===== config.mk =====
export PLATFORM = sky130hd
export DESIGN_NAME = csv_record_tokenizer_flat
export DESIGN_NICKNAME = d
export VERILOG_FILES = /design/src/design/crt_pkg.sv /design/src/design/crt_if.sv /design/src/design/crt_ctrl.sv /design/src/design/crt_datapath.sv /design/src/design/csv_record_tokenizer.sv /design/src/flat_wrapper.sv
export SDC_FILE = /design/constraint.sdc
export NUM_CORES = 1
export LEC_CHECK = 0
export BUFFER_PORTS_ARGS = -buffer_cell sky130_fd_sc_hd__buf_2
export CORE_MARGIN = 1
export CORE_UTILIZATION = 54
export DETAILED_ROUTE_END_ITERATION = 10
export PLACE_DENSITY = 0.83
export REMOVE_ABC_BUFFERS = 1
export SYNTH_ARGS = -nofsm -noshare
export SYNTH_HDL_FRONTEND = slang
export SYNTH_SLANG_ARGS = --single-unit

===== constraint.sdc =====
create_clock -name clock -period 4.09 [get_ports clock]
set_input_delay 0.2045 -clock clock [delete_from_list [all_inputs] [get_ports clock]]
set_output_delay 0.2045 -clock clock [all_outputs]
set_load 0.03 [all_outputs]

===== src/design/crt_pkg.sv =====
// ----------------------------------------------------------------------------
// crt_pkg
// Shared constants, result codes and controller/datapath structs of the
// csv record tokenizer.
// ----------------------------------------------------------------------------
`default_nettype none

package crt_pkg;

   localparam int MAX_COLUMNS = 32;
   localparam int COL_LIMIT   = 62;
   localparam int BYTE_W      = 8;
   localparam int COL_W       = 6;
   localparam int KIND_W      = 2;
   localparam int OP_W        = 2;

   // largest usable column count
   localparam logic [COL_W-1:0] COL_CAP =
      COL_W'((MAX_COLUMNS < COL_LIMIT) ? MAX_COLUMNS : COL_LIMIT);

   // register index of column_count, taken from word address bit 2
   localparam logic REG_COLUMN_COUNT = 1'b0;

   localparam logic [BYTE_W-1:0] CHAR_QUOTE = 8'h22;
   localparam logic [BYTE_W-1:0] CHAR_COMMA = 8'h2C;
   localparam logic [BYTE_W-1:0] CHAR_LF    = 8'h0A;
   localparam logic [BYTE_W-1:0] CHAR_CR    = 8'h0D;

   localparam logic [KIND_W-1:0] KIND_CONTENT   = 2'd0;
   localparam logic [KIND_W-1:0] KIND_FIELD_END = 2'd1;
   localparam logic [KIND_W-1:0] KIND_ROW_END   = 2'd2;

   // datapath step codes
   localparam logic [OP_W-1:0] OP_NONE    = 2'd0;
   localparam logic [OP_W-1:0] OP_FIELD   = 2'd1;
   localparam logic [OP_W-1:0] OP_CONTENT = 2'd2;
   localparam logic [OP_W-1:0] OP_ROW     = 2'd3;

   typedef struct packed {
      logic [OP_W-1:0] op;
      logic            last;
      logic            load;
   } cmd_type;

   typedef struct packed {
      logic slot_free;
      logic col_lt_n;
      logic col_inc_lt_n;
   } status_type;

endpackage

`default_nettype wire


===== src/design/crt_if.sv =====
// ----------------------------------------------------------------------------
// crt_if
// Valid/ready channels of the csv record tokenizer: byte input and result
// output.
// ----------------------------------------------------------------------------
`default_nettype none

interface crt_req_if;
   import crt_pkg::*;

   logic              valid;
   logic              ready;
   logic [BYTE_W-1:0] text_byte;
   logic              final_byte;

   modport source (output valid, output text_byte, output final_byte, input ready);
   modport sink (input valid, input text_byte, input final_byte, output ready);
endinterface

interface crt_rsp_if;
   import crt_pkg::*;

   logic              valid;
   logic              ready;
   logic [KIND_W-1:0] kind;
   logic [BYTE_W-1:0] content;
   logic [COL_W-1:0]  column;
   logic              run_last;

   modport source (output valid, output kind, output content, output column,
                   output run_last, input ready);
   modport sink (input valid, input kind, input content, input column,
                 input run_last, output ready);
endinterface

`default_nettype wire


===== src/design/crt_ctrl.sv =====
// ----------------------------------------------------------------------------
// crt_ctrl
// Lexer state and step sequencer: decodes each byte into a plan of field,
// content and row steps, issued one per cycle to the datapath when slot_free.
// ----------------------------------------------------------------------------
`default_nettype none

module crt_ctrl (
   input  logic                       clock,
   input  logic                       reset,
   input  logic                       req_valid,
   input  logic [crt_pkg::BYTE_W-1:0] req_text_byte,
   input  logic                       req_final_byte,
   output logic                       req_ready,
   input  crt_pkg::status_type        status,
   output crt_pkg::cmd_type           cmd
);
   import crt_pkg::*;

   localparam logic [1:0] S_IDLE    = 2'd0;
   localparam logic [1:0] S_FIELD   = 2'd1;
   localparam logic [1:0] S_CONTENT = 2'd2;
   localparam logic [1:0] S_ROW     = 2'd3;

   localparam logic [1:0] MODE_START  = 2'd0;
   localparam logic [1:0] MODE_PLAIN  = 2'd1;
   localparam logic [1:0] MODE_QUOTED = 2'd2;
   localparam logic [1:0] MODE_AFTERQ = 2'd3;

   logic [1:0] state_ff, state_in;
   logic [1:0] mode_ff, mode_in;
   logic       cr_ff, cr_in;
   logic       row_open_ff, row_open_in;
   logic       content_ff, content_in;
   logic       row_ff, row_in;

   logic       final_step;
   logic       accept;
   logic       is_quote, is_comma, is_brk;
   logic       do_field, do_content, do_row;
   logic [1:0] dec_mode;
   logic       dec_cr, dec_row_open;
   logic [1:0] after_step;

   // byte decode against current lexer state
   always_comb begin
      is_quote     = (req_text_byte == CHAR_QUOTE);
      is_comma     = (req_text_byte == CHAR_COMMA);
      is_brk       = (req_text_byte == CHAR_CR) || (req_text_byte == CHAR_LF);
      do_field     = 1'b0;
      do_content   = 1'b0;
      do_row       = 1'b0;
      dec_mode     = mode_ff;
      dec_cr       = 1'b0;
      dec_row_open = row_open_ff;
      if (!(cr_ff && (req_text_byte == CHAR_LF))) begin
         dec_row_open = 1'b1;
         case (mode_ff)
            MODE_START: begin
               if (is_quote) begin
                  dec_mode = MODE_QUOTED;
               end else if (is_comma) begin
                  do_field = 1'b1;
               end else if (is_brk) begin
                  do_row = 1'b1;
               end else begin
                  do_content = 1'b1;
                  dec_mode   = MODE_PLAIN;
               end
            end
            MODE_PLAIN: begin
               if (is_comma) begin
                  do_field = 1'b1;
                  dec_mode = MODE_START;
               end else if (is_brk) begin
                  do_row = 1'b1;
               end else begin
                  do_content = 1'b1;
               end
            end
            MODE_QUOTED: begin
               if (is_quote) begin
                  dec_mode = MODE_AFTERQ;
               end else begin
                  do_content = 1'b1;
               end
            end
            default: begin
               if (is_quote) begin
                  do_content = 1'b1;
                  dec_mode   = MODE_QUOTED;
               end else if (is_comma) begin
                  do_field = 1'b1;
                  dec_mode = MODE_START;
               end else if (is_brk) begin
                  do_row = 1'b1;
               end else begin
                  do_field   = 1'b1;
                  do_content = 1'b1;
                  dec_mode   = MODE_PLAIN;
               end
            end
         endcase
         if (do_row) begin
            dec_cr       = (req_text_byte == CHAR_CR);
            dec_mode     = MODE_START;
            dec_row_open = 1'b0;
         end
      end
      // end of input closes an open row and clears the lexer
      if (req_final_byte) begin
         if (dec_row_open) begin
            do_row = 1'b1;
         end
         dec_mode     = MODE_START;
         dec_cr       = 1'b0;
         dec_row_open = 1'b0;
      end
   end

   always_comb begin
      case (state_ff)
         S_IDLE:    final_step = 1'b1;
         S_FIELD:   final_step = !content_ff && !row_ff;
         S_CONTENT: final_step = !row_ff;
         S_ROW:     final_step = !status.col_lt_n;
         default:   final_step = 1'b1;
      endcase
   end

   assign req_ready = (state_ff == S_IDLE) || (status.slot_free && final_step);
   assign accept    = req_valid && req_ready;

   always_comb begin
      cmd.op   = OP_NONE;
      cmd.last = 1'b0;
      cmd.load = accept;
      if (status.slot_free) begin
         case (state_ff)
            S_FIELD: begin
               cmd.op   = OP_FIELD;
               cmd.last = !row_ff && !(content_ff && status.col_inc_lt_n);
            end
            S_CONTENT: begin
               cmd.op   = OP_CONTENT;
               cmd.last = !row_ff;
            end
            S_ROW: begin
               cmd.op   = OP_ROW;
               cmd.last = !status.col_lt_n;
            end
            default: begin
               cmd.op   = OP_NONE;
               cmd.last = 1'b0;
            end
         endcase
      end
   end

   always_comb begin
      case (state_ff)
         S_FIELD:   after_step = content_ff ? S_CONTENT : (row_ff ? S_ROW : S_IDLE);
         S_CONTENT: after_step = row_ff ? S_ROW : S_IDLE;
         S_ROW:     after_step = status.col_lt_n ? S_ROW : S_IDLE;
         default:   after_step = S_IDLE;
      endcase
   end

   always_comb begin
      state_in    = state_ff;
      mode_in     = mode_ff;
      cr_in       = cr_ff;
      row_open_in = row_open_ff;
      content_in  = content_ff;
      row_in      = row_ff;
      if (state_ff != S_IDLE && status.slot_free) begin
         state_in = after_step;
      end
      if (accept) begin
         mode_in     = dec_mode;
         cr_in       = dec_cr;
         row_open_in = dec_row_open;
         content_in  = do_content;
         row_in      = do_row;
         if (do_field) begin
            state_in = S_FIELD;
         end else if (do_content) begin
            state_in = S_CONTENT;
         end else if (do_row) begin
            state_in = S_ROW;
         end else begin
            state_in = S_IDLE;
         end
      end
   end

   always_ff @(posedge clock) begin
      if (reset) begin
         state_ff    <= S_IDLE;
         mode_ff     <= MODE_START;
         cr_ff       <= 1'b0;
         row_open_ff <= 1'b0;
         content_ff  <= 1'b0;
         row_ff      <= 1'b0;
      end else begin
         state_ff    <= state_in;
         mode_ff     <= mode_in;
         cr_ff       <= cr_in;
         row_open_ff <= row_open_in;
         content_ff  <= content_in;
         row_ff      <= row_in;
      end
   end

endmodule

`default_nettype wire


===== src/design/crt_datapath.sv =====
// ----------------------------------------------------------------------------
// crt_datapath
// Column counter, effective column limit, held byte and the result output
// register.
// ----------------------------------------------------------------------------
`default_nettype none

module crt_datapath (
   input  logic                       clock,
   input  logic                       reset,
   input  crt_pkg::cmd_type           cmd,
   input  logic [crt_pkg::BYTE_W-1:0] req_text_byte,
   input  logic [crt_pkg::COL_W-1:0]  column_count,
   output crt_pkg::status_type        status,
   input  logic                       rsp_ready,
   output logic                       rsp_valid,
   output logic [crt_pkg::KIND_W-1:0] rsp_kind,
   output logic [crt_pkg::BYTE_W-1:0] rsp_content,
   output logic [crt_pkg::COL_W-1:0]  rsp_column,
   output logic                       rsp_run_last
);
   import crt_pkg::*;

   logic [COL_W-1:0]  column_ff, column_in;
   logic [BYTE_W-1:0] byte_ff;
   logic              valid_ff, valid_in;
   logic [KIND_W-1:0] kind_ff, kind_in;
   logic [BYTE_W-1:0] content_ff, content_in;
   logic [COL_W-1:0]  col_out_ff, col_out_in;
   logic              last_ff, last_in;
   logic              emit;
   logic [COL_W-1:0]  eff;
   logic [COL_W-1:0]  column_sat;

   // effective column count: at least one, at most the cap
   always_comb begin
      eff = column_count;
      if (eff == '0) begin
         eff = COL_W'(1);
      end
      if (eff > COL_CAP) begin
         eff = COL_CAP;
      end
   end

   assign status.col_lt_n     = (column_ff < eff);
   assign status.col_inc_lt_n = ({1'b0, column_ff} + 7'd1) < {1'b0, eff};
   assign status.slot_free    = !valid_ff || rsp_ready;

   assign column_sat = (column_ff == '1) ? column_ff : column_ff + COL_W'(1);

   always_comb begin
      emit       = 1'b0;
      kind_in    = KIND_FIELD_END;
      content_in = '0;
      col_out_in = column_ff;
      last_in    = cmd.last;
      column_in  = column_ff;
      case (cmd.op)
         OP_FIELD: begin
            emit      = status.col_lt_n;
            column_in = column_sat;
         end
         OP_CONTENT: begin
            emit       = status.col_lt_n;
            kind_in    = KIND_CONTENT;
            content_in = byte_ff;
         end
         OP_ROW: begin
            emit = 1'b1;
            if (status.col_lt_n) begin
               column_in = column_sat;
            end else begin
               kind_in    = KIND_ROW_END;
               col_out_in = '0;
               column_in  = '0;
            end
         end
         default: begin
            emit = 1'b0;
         end
      endcase
      valid_in = emit || (valid_ff && !rsp_ready);
   end

   always_ff @(posedge clock) begin
      if (reset) begin
         column_ff <= '0;
         valid_ff  <= 1'b0;
      end else begin
         column_ff <= column_in;
         valid_ff  <= valid_in;
      end
   end

   always_ff @(posedge clock) begin
      if (cmd.load) begin
         byte_ff <= req_text_byte;
      end
      if (emit) begin
         kind_ff    <= kind_in;
         content_ff <= content_in;
         col_out_ff <= col_out_in;
         last_ff    <= last_in;
      end
   end

   assign rsp_valid    = valid_ff;
   assign rsp_kind     = kind_ff;
   assign rsp_content  = content_ff;
   assign rsp_column   = col_out_ff;
   assign rsp_run_last = last_ff;

endmodule

`default_nettype wire


===== src/design/csv_record_tokenizer.sv =====
// ----------------------------------------------------------------------------
// csv_record_tokenizer
// Streaming csv splitter: one text byte per transfer in, a run of content,
// field end and row end results out.
// ----------------------------------------------------------------------------
// timing: a result is registered in the cycle after the step that makes it;
//   a byte's steps follow its transfer through the sequencer state register
// throughput: a byte takes one step per field end, content byte or pad cell it
//   causes, dropped ones included (a row end takes one per padding cell plus
//   one); steps run at one per cycle while the output slot is free, and so do
//   plain content bytes
// reset: synchronous, clears lexer state, column counter and output valid;
//   column_count returns to 1
`default_nettype none

module csv_record_tokenizer (
   input  logic        clock,
   input  logic        reset,
   crt_req_if.sink     req,
   crt_rsp_if.source   rsp,
   input  logic        psel,
   input  logic        penable,
   input  logic        pwrite,
   input  logic [2:0]  paddr,
   input  logic [31:0] pwdata,
   output logic [31:0] prdata,
   output logic        pready
);
   import crt_pkg::*;

   logic [COL_W-1:0] column_count_ff, column_count_in;
   logic             csr_write;
   cmd_type          cmd;
   status_type       status;

   // register file: column_count at word 0, upper word ignored
   assign pready    = 1'b1;
   assign csr_write = psel && penable && pwrite && pready;

   always_comb begin
      column_count_in = column_count_ff;
      if (csr_write && (paddr[2] == REG_COLUMN_COUNT)) begin
         column_count_in = pwdata[COL_W-1:0];
      end
   end

   always_ff @(posedge clock) begin
      if (reset) begin
         column_count_ff <= COL_W'(1);
      end else begin
         column_count_ff <= column_count_in;
      end
   end

   // read data is zero outside the register
   assign prdata = (paddr[2] == REG_COLUMN_COUNT) ?
                   {{(32-COL_W){1'b0}}, column_count_ff} : 32'd0;

   // lexer and step sequencer
   crt_ctrl u_ctrl (
      .clock          (clock),
      .reset          (reset),
      .req_valid      (req.valid),
      .req_text_byte  (req.text_byte),
      .req_final_byte (req.final_byte),
      .req_ready      (req.ready),
      .status         (status),
      .cmd            (cmd)
   );

   // column tracking and output register
   crt_datapath u_datapath (
      .clock         (clock),
      .reset         (reset),
      .cmd           (cmd),
      .req_text_byte (req.text_byte),
      .column_count  (column_count_ff),
      .status        (status),
      .rsp_ready     (rsp.ready),
      .rsp_valid     (rsp.valid),
      .rsp_kind      (rsp.kind),
      .rsp_content   (rsp.content),
      .rsp_column    (rsp.column),
      .rsp_run_last  (rsp.run_last)
   );

   // a row end always closes the run of its byte and sits at column zero
   a_row_end_shape: assert property (@(posedge clock) disable iff (reset)
      (rsp.valid && rsp.kind == KIND_ROW_END) |-> (rsp.run_last && rsp.column == '0))
      else $error("row end without run_last or with nonzero column");

   // only content results carry a byte
   a_content_zero: assert property (@(posedge clock) disable iff (reset)
      (rsp.valid && rsp.kind != KIND_CONTENT) |-> (rsp.content == '0))
      else $error("nonzero content on a non-content result");

   // dropped cells never leak out
   a_column_range: assert property (@(posedge clock) disable iff (reset)
      (rsp.valid && rsp.kind != KIND_ROW_END) |-> (rsp.column < COL_CAP))
      else $error("result column beyond the column cap");

   // no input is taken while a row still has pad steps pending
   a_no_accept_midrow: assert property (@(posedge clock) disable iff (reset)
      (cmd.op == OP_ROW && status.col_lt_n) |-> !req.ready)
      else $error("input accepted during row padding");

endmodule

`default_nettype wire


===== src/flat_wrapper.sv =====
// flat-port wrapper written by rule: the top's interface ports become plain ports
module csv_record_tokenizer_flat import crt_pkg::*;
  (clock, reset, psel, penable, pwrite, paddr, pwdata, prdata, pready, req_valid, req_text_byte, req_final_byte, req_ready, rsp_valid, rsp_kind, rsp_content, rsp_column, rsp_run_last, rsp_ready);
  crt_req_if req_i ();
  crt_rsp_if rsp_i ();
  input  logic clock;
  input  logic reset;
  input  logic psel;
  input  logic penable;
  input  logic pwrite;
  input  logic [2:0] paddr;
  input  logic [31:0] pwdata;
  output logic [31:0] prdata;
  output logic pready;
  input wire logic [$bits(req_i.valid)-1:0] req_valid;
  input wire logic [$bits(req_i.text_byte)-1:0] req_text_byte;
  input wire logic [$bits(req_i.final_byte)-1:0] req_final_byte;
  output wire logic [$bits(req_i.ready)-1:0] req_ready;
  output wire logic [$bits(rsp_i.valid)-1:0] rsp_valid;
  output wire logic [$bits(rsp_i.kind)-1:0] rsp_kind;
  output wire logic [$bits(rsp_i.content)-1:0] rsp_content;
  output wire logic [$bits(rsp_i.column)-1:0] rsp_column;
  output wire logic [$bits(rsp_i.run_last)-1:0] rsp_run_last;
  input wire logic [$bits(rsp_i.ready)-1:0] rsp_ready;
  assign req_i.valid = req_valid;
  assign req_i.text_byte = req_text_byte;
  assign req_i.final_byte = req_final_byte;
  assign req_ready = req_i.ready;
  assign rsp_valid = rsp_i.valid;
  assign rsp_kind = rsp_i.kind;
  assign rsp_content = rsp_i.content;
  assign rsp_column = rsp_i.column;
  assign rsp_run_last = rsp_i.run_last;
  assign rsp_i.ready = rsp_ready;
  csv_record_tokenizer u_core (.clock(clock), .reset(reset), .req(req_i), .rsp(rsp_i), .psel(psel), .penable(penable), .pwrite(pwrite), .paddr(paddr), .pwdata(pwdata), .prdata(prdata), .pready(pready));
endmodule

Yosys cells after proc, flatten, opt, wreduce, memory -nomap -nowiden
Cells that the tools add are included.

word-level totals
  bits in writable memories = 0
  register bits after elaboration = 46
  output and inout port bits = 52
  memories kept = 0
  logic and storage cells = 127
  ROM bits = 0
  bits of input ports = 51
  latch bits = 0

operators by class
  add/subtract/negate cells = 2
  mux-type cells = 61
  reduce and logical (&&, ||, !) cells = 29
  divide/modulo/power cells = 0
  $lt $le $gt $ge = 3
  equal/unequal tests = 17
  bitwise gates (word level) = 1
  shift-type cells = 0
  multiply operators = 0

operator list
  operator                                                          count
  6-bit 2-to-1 mux                                                  7
  2-bit 2-to-1 mux                                                  19
  1-bit 2-to-1 mux                                                  24
  8-bit by 4-bit == test with 1-bit output (second input constant)  2
  8-bit by 6-bit == test with 1-bit output (second input constant)  2
  2-bit case mux with 3 select lines                                2
  6-bit case mux with 2 select lines                                1
  1-bit logical AND                                                 11
  2-bit == test (second input constant)                             5
  3-bit case mux with 3 select lines                                1
  4-bit != test (second input constant)                             2
  6-bit by 1-bit adder with 7-bit output (second input constant)    1
  7-bit by 6-bit less-than comparator with 1-bit output             1
  6-bit by 1-bit adder with 6-bit output (second input constant)    1
  2-bit by 1-bit == test with 1-bit output (second input constant)  3
  6-bit == test (second input constant)                             1
  6-bit > comparator (second input constant)                        1
  1-bit logical NOT                                                 6
  6-bit logical NOT                                                 1
  6-bit less-than comparator                                        1
  1-bit case mux with 3 select lines                                2
  2-bit nonzero test                                                3
  5-bit != test (second input constant)                             1
  5-bit AND reduction                                               1
  9 further kinds                                                   14

Logic depth before layout (Yosys ltp)
Gate-level depths: netlist of run 1.

  depth after elaboration = 15
  mapped depth = 10

Modules after synthesis
A second synthesis of run 1 with hierarchy kept.

second synthesis, totals
  cell total of the unflattened synthesis = 319
  area total of the unflattened synthesis = 3,236.9 um^2

by module, submodules not included
  module                times used  cells each  area each (um^2)
  crt_datapath          1           137         1,682.9
  crt_ctrl              1           120         1,016.0
  csv_record_tokenizer  1           62          538.0

Worst setup path before layout of run 1
Ideal clock, no wire load.

  kind = register to register
  start point = register u_core.column_count_ff[5]
  end point = register u_core.u_datapath.col_out_ff[0], in the netlist u_core.u_datapath.rsp_column[0] (enable)
  period minus slack after synthesis = 2.608 ns
  arrival time = 2.216 ns
  slack = 1.482 ns
  path buffers = 0
  library setup time = 0.392 ns
  cell stages (with the launch flop) = 9
  required time = 3.698 ns
  path through = dfxtp_1 inv_1 nand2_1 ha_1 and4_1 o21ai_0 o221a_2 a21oi_1 nor2_1

on the way
  longest elaborated chain between the ends = 6

RTL lines
  what                                  line                        RTL
  from (decl)                           csv_record_tokenizer.sv:31  logic [COL_W-1:0] column_count_ff, column_count_in;
  from (signal assigned)                csv_record_tokenizer.sv:51  column_count_ff <= column_count_in;
  6-bit logical NOT                     crt_datapath.sv:38          if (eff == '0) begin
  6-bit 2-to-1 mux *                    crt_datapath.sv:38
  6-bit > comparator                    crt_datapath.sv:41          if (eff > COL_CAP) begin
  6-bit 2-to-1 mux *                    crt_datapath.sv:41
  6-bit less-than comparator *          crt_datapath.sv:46          assign status.col_lt_n = (column_ff < eff);
  1-bit case mux with 2 select lines *  crt_datapath.sv:59          case (cmd.op)
  via u_core.u_datapath.emit            crt_datapath.sv:31          logic emit;
  to (signal assigned)                  crt_datapath.sv:103         col_out_ff <= col_out_in;
  to (decl)                             crt_datapath.sv:29          logic [COL_W-1:0] col_out_ff, col_out_in;

Mark *: on every way through the listed nets, which the timed path passes. The rest lies on a longest branch.
A chain may end at the register's enable or synchronous reset.

Final worst setup path of run 1
  start point = register u_core.column_count_ff[5]
  end point = register u_core.u_ctrl.mode_ff[1]

on the way
  longest elaborated chain between the ends = 11

RTL lines
  what                                    line                RTL
  6-bit logical NOT                       crt_datapath.sv:38
  6-bit 2-to-1 mux *                      crt_datapath.sv:38
  6-bit > comparator                      crt_datapath.sv:41
  6-bit 2-to-1 mux *                      crt_datapath.sv:41
  6-bit less-than comparator *            crt_datapath.sv:46
  1-bit logical NOT *                     crt_ctrl.sv:126     S_ROW: final_step = !status.col_lt_n;
  1-bit case mux with 4 select lines *    crt_ctrl.sv:122     case (state_ff)
  1-bit logical AND *                     crt_ctrl.sv:131     assign req_ready = (state_ff == S_IDLE) || (status.slot_free && final_step);
  1-bit logical OR *                      crt_ctrl.sv:131
  1-bit logical AND *                     crt_ctrl.sv:132     assign accept = req_valid && req_ready;
  5-bit AND reduction (no source line) *  n/a
  to (signal assigned)                    crt_ctrl.sv:207     mode_ff <= mode_in;
  to (decl)                               crt_ctrl.sv:31      logic [1:0] mode_ff, mode_in;

Mark *: on every way between the ends. The rest lies on a longest branch, timed or not.

==> out/metrics.csv, run 1 <==
metric,value,unit
rsz0062_at_grt,false,
syn_area,2869,sq um
finalMaxSlewViolations,0,
final_nets,410,
seq_area_frac_synth,0.4082,
timing.final.ws_setup,1.353,ns
first_global_vias,1864,
yosysTopAreaCellShare,0.2617,
postCtsSetupBuffers,0,
num_antenna_cells,0,
finalSetupTns,0,ns
yosys_warnings,0,
cts.path.max_buffers,2,
ys_ff_latch,46,
drtAntennaViolNets,0,
end_kind,flip-flop,
syn_to_final_growth,9.595,%
power_density,294.4,nW/um^2
row_count,26,
min_period,2.737,ns
cts_tree,done,
switchingPower,0.2595,mW
post-place-ws,1.318,ns
holdCritPathClass,input port to flip-flop,
drv_cap,0,
synth_cell_types,57,
grt_antenna_before_repair,0,
clk_pin_slew_worst_paths,0.09,ns
syn_inst,294,
start_kind,flip-flop,
worstMarginPinSlew,0.6860,ns
vias,2157,
grt-ovfl-total,0,
path_max_fanout,16,
fp.dieArea,5609,sq um
placed_area,3054,sq um
fin_crit_sh,0.6691,
slew_headroom,0.5427,
fillers,454,
clock_power_share,0.299,
track_usage,0.1881,
die_w,74.89,um
synth_mux_area_frac,0.03184,
dp_hpwl,3742,um
htreeDepth,2,
syn_area_per_cell,9.759,sq um
cts-hold-fix-buffers,0,
synth_compound_area_frac,0.1596,
drtPass1Iterations,4,
power_frac_seq,0.553,
drive_above_1_share,0.2111,
cts.sinks,46,
wl_per_cell,11.88,um
synth_ff_type,edfxtp_1,
setup_violations,0,
yosys.area.top_type,edfxtp_1,
comb_power_share,0.148,
final_core_util,0.6156,
grt_pass1_wl,8155,um
io_buffers,47,
finalHoldViolCount,0,
cp_data_required_time,4.32,ns
core,5107,sq um
synthAdderAreaFrac,0.08286,
vdd_drop_max,0.1505,mV
criticalPathCategory,flip-flop to flip-flop,
clock-skew-final,0.009532,ns
finalPower,0.9256,mW
crit_arrival,2.97,ns
p_leak,1.346,nW
async_flop_share,0,
clk_latency,0.30,ns
drt_iter0_markers,124,
p_int,0.6661,mW
postCtsResizedCells,0,
cts-root-buf,clkbuf_8,
synthXorXnorAreaFrac,0.01526,
start_util,0.5617,
synth_edf_count,25,
pin_count,103,
fmax,365.4,MHz
r2r_setup_slack,1.35,ns
synth_top_family_by_area,simple AND/OR/NAND/NOR gates,
synth_area_leaders,"edfxtp_1 26%, dfxtp_1 15%, ha_1 8.3%, buf_4 7.1%, and2_1 3.5%",
grt_max_degree,25,
via_per_inst,5.248,
die_h,74.89,um
drt-total-wl,4881,um
drc_errors,0,
p_sw_frac,0.2804,
final_cell_area,3144,sq um
synth_simple_gate_area_frac,0.2019,
status,completed,
cts_buffers,5,
gp_congestion,0.8389,
flip-flops by register name (all words and copies together), names as in the netlist:
signal                          count
u_core.u_datapath.rsp_valid         1
u_core.u_datapath.rsp_content       8
u_core.u_ctrl.content_ff            1
u_core.u_ctrl.row_open_ff           1
u_core.column_count_ff              6
u_core.u_ctrl.cr_ff                 1
u_core.u_ctrl.row_ff                1
u_core.u_datapath.rsp_run_last      1
u_core.u_datapath.column_ff         6
u_core.u_ctrl.mode_ff               2
u_core.u_datapath.byte_ff           8
u_core.u_datapath.rsp_column        6
u_core.u_ctrl.state_ff              2
u_core.u_datapath.rsp_kind          2
power by group through the flow:
stage               clock, mW  sequential (mW)  combinational, mW
floorplan                   0            0.524             0.0985
global placement            0            0.522              0.134
detailed placement          0            0.523              0.137
CTS                     0.282            0.512              0.137
global route            0.299            0.515              0.151
finish                  0.276            0.512              0.137
final cells by class:
class / instances / area, sq um / share of cell area
inverters: 11 / 41.29 / 0.01313
multi-input cells: 228 / 1511 / 0.4807
flip-flops and latches: 46 / 1171 / 0.3725
clock buffers: 5 / 68.82 / 0.02189
well taps: 70 / 87.58 / 0.02786
clock inverters: 3 / 21.27 / 0.006765
repair buffers: 48 / 242.7 / 0.07720
worst max-delay path: stages (launching register included):
cell,delay [ns]
dfxtp_1,0.33
inv_1,0.19
nand2_1,0.12
ha_1,0.30
and4_1,0.18
o21ai_0,0.13
o221ai_2,0.36
o311a_1,0.65
nand4_1,0.22
o2bb2ai_1,0.19
metrics by stage:
stage / hold WS (ns) / instances
global route: 0.1209 / 411
finish: 0.1203 / 411
detailed placement: 0.4267 / 403
floorplan: 0.2736 / 285
CTS: 0.1184 / 411
global placement: 0.4238 / 403
cell usage in the layout, fill, tap and decap left out, types with 9 or more instances in the layout:
master    count
a21oi_1      18
and2_1       16
buf_2        47
conb_1       27
dfxtp_1      21
edfxtp_1     25
ha_1         19
inv_1        11
nand2_1      17
nand3_1       9
nor2_1       23
o21ai_0      10
worst paths after layout:
kind,cells after the start,endpoint,startpoint
max,9,u_core.u_ctrl.mode_ff[1],u_core.column_count_ff[5]
min,1,u_core.u_datapath.byte_ff[3],req_text_byte[3]
min reg2reg,2,u_core.u_ctrl.row_open_ff,u_core.u_ctrl.row_open_ff
max reg2reg,9,u_core.u_ctrl.mode_ff[1],u_core.column_count_ff[5]
cells by family after synthesis:
family                     count (synthesis)
and+or+nand+nor                          104
AOI/OAI and AO/OA                         64
muxes                                      9
adders and majority gates                 19
xor gates and xnor gates                   5
other                                      2
DFF                                       46
buffers and inverters                     45
synthesized netlist by cell type, types with 3 or more instances:
cell type	instances
nand4b_1	3
a21o_1	4
clkbuf_1	4
nand3_1	9
a21oi_1	18
o211ai_1	3
o21ai_0	10
and2_1	16
edfxtp_1	25
inv_1	11
nor2_1	23
nor2b_1	7
buf_4	27
mux2i_1	8
o22ai_1	3
and3_1	5
nand2_1	17
ha_1	19
nor3_1	7
xor2_1	3
dfxtp_1	21
routing by layer:
layer	share of wire	wire length (um)	track usage	up-vias
li1	-	-	-	1107
met4	0.015	71	0.08176	0
met3	0.040	197	0.02677	5
met5	0	0	0	-
met1	0.48	2359	0.2623	990
met2	0.46	2253	0.2923	55
No activity file was read; power rests on OpenSTA's default activity.
==> inputs of run 2 (changes only) <==
--- a/config.mk
+++ b/config.mk
@@ -7,9 +7,9 @@
 export LEC_CHECK = 0
 export BUFFER_PORTS_ARGS = -buffer_cell sky130_fd_sc_hd__buf_2
 export CORE_MARGIN = 1
-export CORE_UTILIZATION = 54
+export CORE_UTILIZATION = 45
 export DETAILED_ROUTE_END_ITERATION = 10
-export PLACE_DENSITY = 0.83
+export PLACE_DENSITY = 0.73
 export REMOVE_ABC_BUFFERS = 1
 export SYNTH_ARGS = -nofsm -noshare
 export SYNTH_HDL_FRONTEND = slang
==> constraint.sdc (replaced) <==
create_clock -name clock -period 2.2 [get_ports clock]
set_input_delay 0.11 -clock clock [delete_from_list [all_inputs] [get_ports clock]]
set_output_delay 0.11 -clock clock [all_outputs]
set_load 0.03 [all_outputs]
==> run 2 against run 1 <==
Compared with the run above:
- the flow now finishes with violations (setup timing)
- cell count grew 10%
- sequential cell count did not move
- die area increased by 19%
- clock power grew 130%
- largest cell class unchanged
==> out/metrics.csv, run 2 (same netlist as run 1, synthesis figures left out) <==
metric,value,unit,change
rsz0062_at_grt,true,,
r2r_start,u_core.column_count_ff[5],,
r2r_setup_slack,-0.10,ns,-1.45 ns
gp_congestion,0.8672,,+3.4%
grt-ovfl-total,0,,unchanged
final_core_util,0.6304,,+0.01477
setup_violations,38,,+38
cts.sinks,46,,unchanged
cts_buffers,5,,unchanged
worstMarginPinSlew,0.5195,ns,-0.1665 ns
grt_antenna_before_repair,0,,unchanged
htreeDepth,2,,unchanged
num_antenna_cells,0,,unchanged
drtAntennaViolNets,0,,unchanged
finalMaxSlewViolations,0,,unchanged
cts-hold-fix-buffers,0,,unchanged
power_density,513.0,nW/um^2,+74%
clk_latency,0.31,ns,about the same
first_global_vias,2110,,+13%
cts_tree,done,,
vdd_drop_max,0.3646,mV,+140%
min_from,req_text_byte[3],,
drc_errors,0,,unchanged
final_common_cell,buf_2,,
grt_max_degree,25,,unchanged
p_leak,1.621,nW,+20%
holdCritPathClass,input port to flip-flop,,
via_per_inst,5.396,,+2.8%
final_nets,448,,+9.3%
start_util,0.4761,,-0.08561
hold_end,u_core.u_datapath.byte_ff[3],,
grt_pass1_wl,9404,um,+15%
slew_headroom,0.6537,,+0.1110
end_kind,output pin,,
drt_iter0_markers,179,,+44%
drive_above_1_share,0.3773,,+0.1662
layout_common_cells,"46 x buf_2, 30 x buf_4, 27 x conb_1",,
regToRegEndpoint,u_core.u_datapath.rsp_valid,,
dp_hpwl,4150,um,+11%
timing.final.ws_setup,-0.1140,ns,-1.467 ns
crit_arrival,2.20,ns,-0.77 ns
violations,setup timing,,
pin_count,103,,unchanged
wl_per_cell,14.51,um,+22%
drv_cap,0,,unchanged
finalPower,1.949,mW,+110%
track_usage,0.1813,,-0.006783
row_count,28,,+7.7%
status,finished with violations,,
clk_pin_slew_worst_paths,0.09,ns,about the same
fillers,477,,+5.1%
die_w,81.85,um,+9.3%
min_period,2.314,ns,
cts.path.max_buffers,2,,unchanged
drt-total-wl,6589,um,+35%
drtPass1Iterations,4,,unchanged
cp_data_required_time,2.09,ns,-2.23 ns
core,6026,sq um,+18%
vias,2450,,+14%
fp.dieArea,6699,sq um,+19%
whs_path_depth,1,,unchanged
fin_hold_ws,0.01711,ns,-0.1032 ns
fmax,432.1,MHz,
r2r_cells,12,,+3
path_max_fanout,6,,-10
cts-root-buf,clkbuf_8,,
clock-skew-final,0.007677,ns,-0.001855 ns
syn_to_final_growth,32.40,%,
die_h,81.85,um,+9.3%
io_buffers,47,,unchanged
finalHoldViolCount,0,,unchanged
fin_crit_sh,1.052,,
start_kind,flip-flop,,
criticalPathCategory,flip-flop to output pin,,
## run 2: layout make-up
type                            instances  area [sq um]  share of cell area
Timing Repair Buffer                   85         593.1              0.1561
Sequential cell                        46          1175              0.3093
Clock buffer                            6         72.57             0.01910
Tap cell                               75         93.84             0.02470
Inverter                               11         46.29             0.01219
Clock inverter                          2         37.54            0.009881
Multi-Input combinational cell        229          1780              0.4687
## run 2: critical path: stages (launching register included)
cell      delay (ns)
dfxtp_2         0.36
clkinv_4        0.09
buf_6           0.14
ha_4            0.25
and4_4          0.23
o21ai_4         0.08
o221ai_4        0.24
buf_6           0.14
a31oi_4         0.08
o22ai_2         0.14
buf_6           0.15
## run 2: worst max-delay path by stage
stage / startpoint / endpoint / slack (ns) / cells after the start
finish: u_core.column_count_ff[5] / req_ready / -0.11 / 10
global route: u_core.column_count_ff[5] / req_ready / -0.18 / 10
CTS: u_core.column_count_ff[5] / req_ready / -0.05 / 10
detailed placement: u_core.column_count_ff[5] / u_core.u_datapath.rsp_column[5] / -0.13 / 9
global placement: u_core.column_count_ff[5] / u_core.u_datapath.rsp_column[1] / -0.08 / 9
floorplan: u_core.column_count_ff[5] / u_core.u_datapath.rsp_column[0] / -0.41 / 8
## run 2: metrics by stage
stage	TNS, ns	setup WS [ns]	cell area [sq um]	cells
floorplan	-9.091	-0.4081	2724	285
global placement	-0.4806	-0.07590	3251	430
detailed placement	-1.169	-0.1276	3251	430
CTS	-0.04532	-0.04532	3445	443
global route	-5.053	-0.1835	3799	454
finish	-2.392	-0.1140	3799	454
## run 2: layer usage
layer,GRT usage,vias to the layer above,wire [um]
met4,0.07368,0,172
met3,0.03000,16,416
li1,-,1189,-
met5,0,-,0
met2,0.2975,97,3223
met1,0.2357,1148,2777
## run 2: what timing repair did
item,CTS,global route
resized for setup,12,50
pin swaps,5,14
gates cloned,0,4
setup buffers,5,8
setup endpoints to repair,21,37
## run 2: where the power goes
part           leakage [nW]  switching [mW]  internal [mW]
Sequential            0.418          0.0207          0.932
Clock                0.0514           0.300          0.339
Combinational          1.15           0.216          0.141
Total                  1.62           0.537           1.41
==> inputs of run 3 (changes only) <==
==> constraint.sdc (replaced) <==
create_clock -name clock -period 2.2 [get_ports clock]
set_input_delay 0.11 -clock clock [delete_from_list [all_inputs] [get_ports clock]]
set_output_delay 0.11 -clock clock [all_outputs]
set_load 0.02 [all_outputs]
==> run 3 against run 2 <==
Compared with the run above:
- the flow still finishes with violations (setup timing)
- critical path depth rose by 2
- cell count rose by 0.22%
- non-clock buffer count rose by 1
- via count fell by 1.3%
- die area did not move
- sequential cell count did not move
- combinational power fell by 6.2%
- clock skew rose by 0.00090 ns
- sequential share of layout area rose by 0.11 points
- global-route usage did not move
- clock power rose by 1%
- register-to-register slack got worse by 0.02 ns
- critical endpoint is now u_core.u_datapath.rsp_valid
- largest cell class unchanged
==> out/metrics.csv, run 3 (same netlist as run 1, synthesis figures left out) <==
metric,value,unit,change
via_per_inst,5.314,,-1.5%
gp_congestion,0.8672,,unchanged
finalHoldViolCount,0,,unchanged
crit_path_cell_trace,clkinv_4 -> buf_6 -> ha_4 -> and4_4 -> o21ai_4 -> buf_4 -> buf_4 -> o221a_4 -> a21oi_4 -> nor2_4 -> buf_12 -> o21ba_4,,
cp_data_required_time,2.42,ns,+0.33 ns
worstMarginPinSlew,0.5336,ns,+0.01420 ns
cts-root-buf,clkbuf_8,,
dp_hpwl,4150,um,unchanged
die_w,81.85,um,unchanged
min_from,req_text_byte[3],,
cts_buffers,5,,unchanged
cts.sinks,46,,unchanged
final_core_util,0.6275,,-0.002907
syn_to_final_growth,31.79,%,
r2r_start,u_core.column_count_ff[5],,
grt_max_degree,25,,unchanged
vias,2418,,-1.3%
r2r_setup_slack,-0.12,ns,-0.02 ns
drt-total-wl,6866,um,+4.2%
cts_tree,done,,
fp.dieArea,6699,sq um,unchanged
io_buffers,47,,unchanged
grt-ovfl-total,0,,unchanged
drv_cap,0,,unchanged
multi_input_area,1753,sq um,-1.5%
timing.final.ws_setup,-0.1238,ns,-0.009733 ns
drive_above_1_share,0.3605,,-0.01678
switchingPower,0.5208,mW,-3.0%
r2r_cells,12,,unchanged
clk_pin_slew_worst_paths,0.09,ns,about the same
regToRegEndpoint,u_core.u_datapath.rsp_valid,,
num_antenna_cells,0,,unchanged
setup_violations,36,,-5.3%
place_inst,430,,unchanged
final_nets,449,,+0.22%
slowest_stage,dfxtp_2,,
clock-skew-final,0.008581,ns,+0.0009043 ns
fmax,430.3,MHz,-0.42%
start_util,0.4761,,unchanged
drt_iter0_markers,163,,-8.9%
clk_latency,0.31,ns,about the same
rsz0062_at_grt,true,,
whs_path_depth,1,,unchanged
core,6026,sq um,unchanged
clock_power_share,0.334,,+0.006
cts-hold-fix-buffers,0,,unchanged
p_leak,1.640,nW,+1.2%
start_kind,flip-flop,,
layout_common_cells,"46 x buf_2, 30 x buf_4, 27 x conb_1",,
grt_antenna_before_repair,0,,unchanged
die_h,81.85,um,unchanged
power_frac_seq,0.493,,+0.004
power_density,511.5,nW/um^2,-0.29%
end_kind,flip-flop,,
criticalPathCategory,flip-flop to flip-flop,,
seq_area,1174,sq um,-0.11%
hold_end,u_core.u_datapath.byte_ff[3],,
drc_errors,0,,unchanged
path_max_fanout,5,,-1
vdd_drop_max,0.3693,mV,+1.3%
final_common_cell,buf_2,,
min_period,2.324,ns,+0.009733 ns
row_count,28,,unchanged
slew_headroom,0.6442,,-0.009464
fillers,488,,+2.3%
p_sw_frac,0.2693,,-0.006118
comb_power_share,0.173,,-0.010
violations,setup timing,,
cts.path.max_buffers,2,,unchanged
track_usage,0.1813,,unchanged
cpPeakStageDelay,0.37,ns,about the same
grt_pass1_wl,9425,um,+0.22%
htreeDepth,2,,unchanged
crit_arrival,2.54,ns,+0.34 ns
wl_per_cell,15.09,um,+4.0%
drtPass1Iterations,4,,unchanged
p_int,1.413,mW,about the same
status,finished with violations,,
critPathMostFrequentCell,buf_4,,
fin_crit_sh,1.056,,+0.004424
holdCritPathClass,input port to flip-flop,,
pin_count,103,,unchanged
first_global_vias,2081,,-1.4%
drtAntennaViolNets,0,,unchanged
finalNonFillerCells,455,,+0.22%
finalMaxSlewViolations,0,,unchanged
==> run 3: through the flow <==
| stage | hold WS [ns] | area (sq um) | total power, mW | TNS, ns | setup slack [ns] |
|---|---|---|---|---|---|
| 2_1_floorplan | 0.1791 | 2724 | 1.133 | -9.091 | -0.4081 |
| 3_3_place_gp | 0.3281 | 3251 | 1.218 | -0.4806 | -0.07590 |
| 3_5_place_dp | 0.3298 | 3251 | 1.225 | -1.169 | -0.1276 |
| 4_1_cts | 0.01208 | 3435 | 1.867 | -0.03499 | -0.03499 |
| 5_1_grt | 0.01350 | 3781 | 1.998 | -4.992 | -0.1707 |
| 6_report | 0.01263 | 3781 | 1.934 | -2.998 | -0.1238 |
==> run 3: power groups by stage <==
stage / clock, mW / sequential, mW / combinational [mW]
after floorplan: 0 / 0.972 / 0.161
after global placement: 0 / 0.968 / 0.250
after detailed placement: 0 / 0.969 / 0.256
after CTS: 0.649 / 0.949 / 0.268
after global routing: 0.682 / 0.957 / 0.359
final: 0.646 / 0.953 / 0.335
==> run 3: worst max-delay path: cells and delay by family, from the launching register on <==
kind / cells / cell delay, ns
DFF: 1 / 0.37
adders and majority gates: 1 / 0.26
AOI/OAI and AO/OA: 4 / 0.66
buffers and inverters: 5 / 0.61
and+or+nand+nor: 2 / 0.31
==> run 3: how the worst max path moves through the flow <==
stage | to | startpoint | cells after the start
2_1_floorplan | u_core.u_datapath.rsp_column[0] | u_core.column_count_ff[5] | 8
3_3_place_gp | u_core.u_datapath.rsp_column[1] | u_core.column_count_ff[5] | 9
3_5_place_dp | u_core.u_datapath.rsp_column[5] | u_core.column_count_ff[5] | 9
4_1_cts | req_ready | u_core.column_count_ff[5] | 10
5_1_grt | u_core.u_datapath.rsp_valid | u_core.column_count_ff[5] | 12
6_report | u_core.u_datapath.rsp_valid | u_core.column_count_ff[5] | 12
==> run 3: layout make-up <==
cell class / count / area share
multi-input cells: 229 / 0.4636
flip-flops and latches: 46 / 0.3104
clock inverters: 2 / 0.009927
inverters: 11 / 0.01224
clock buffers: 6 / 0.01919
repair buffers: 86 / 0.1598
well taps: 75 / 0.02482
==> run 3: timing repair <==
action | 4_1_cts | 5_1_grt
resized for setup | 11 | 42
pin swaps | 5 | 14
cloned | 0 | 4
hold endpoints to repair | 0 | 0
endpoints found under the setup margin | 21 | 39
buffers inserted | 4 | 10
==> run 3: metal layers <==
metal  routed length, um  GRT usage
met1                2969     0.2391
met2                3381     0.2934
met3                 365    0.03333
met4                 150    0.06842
met5                   0          0
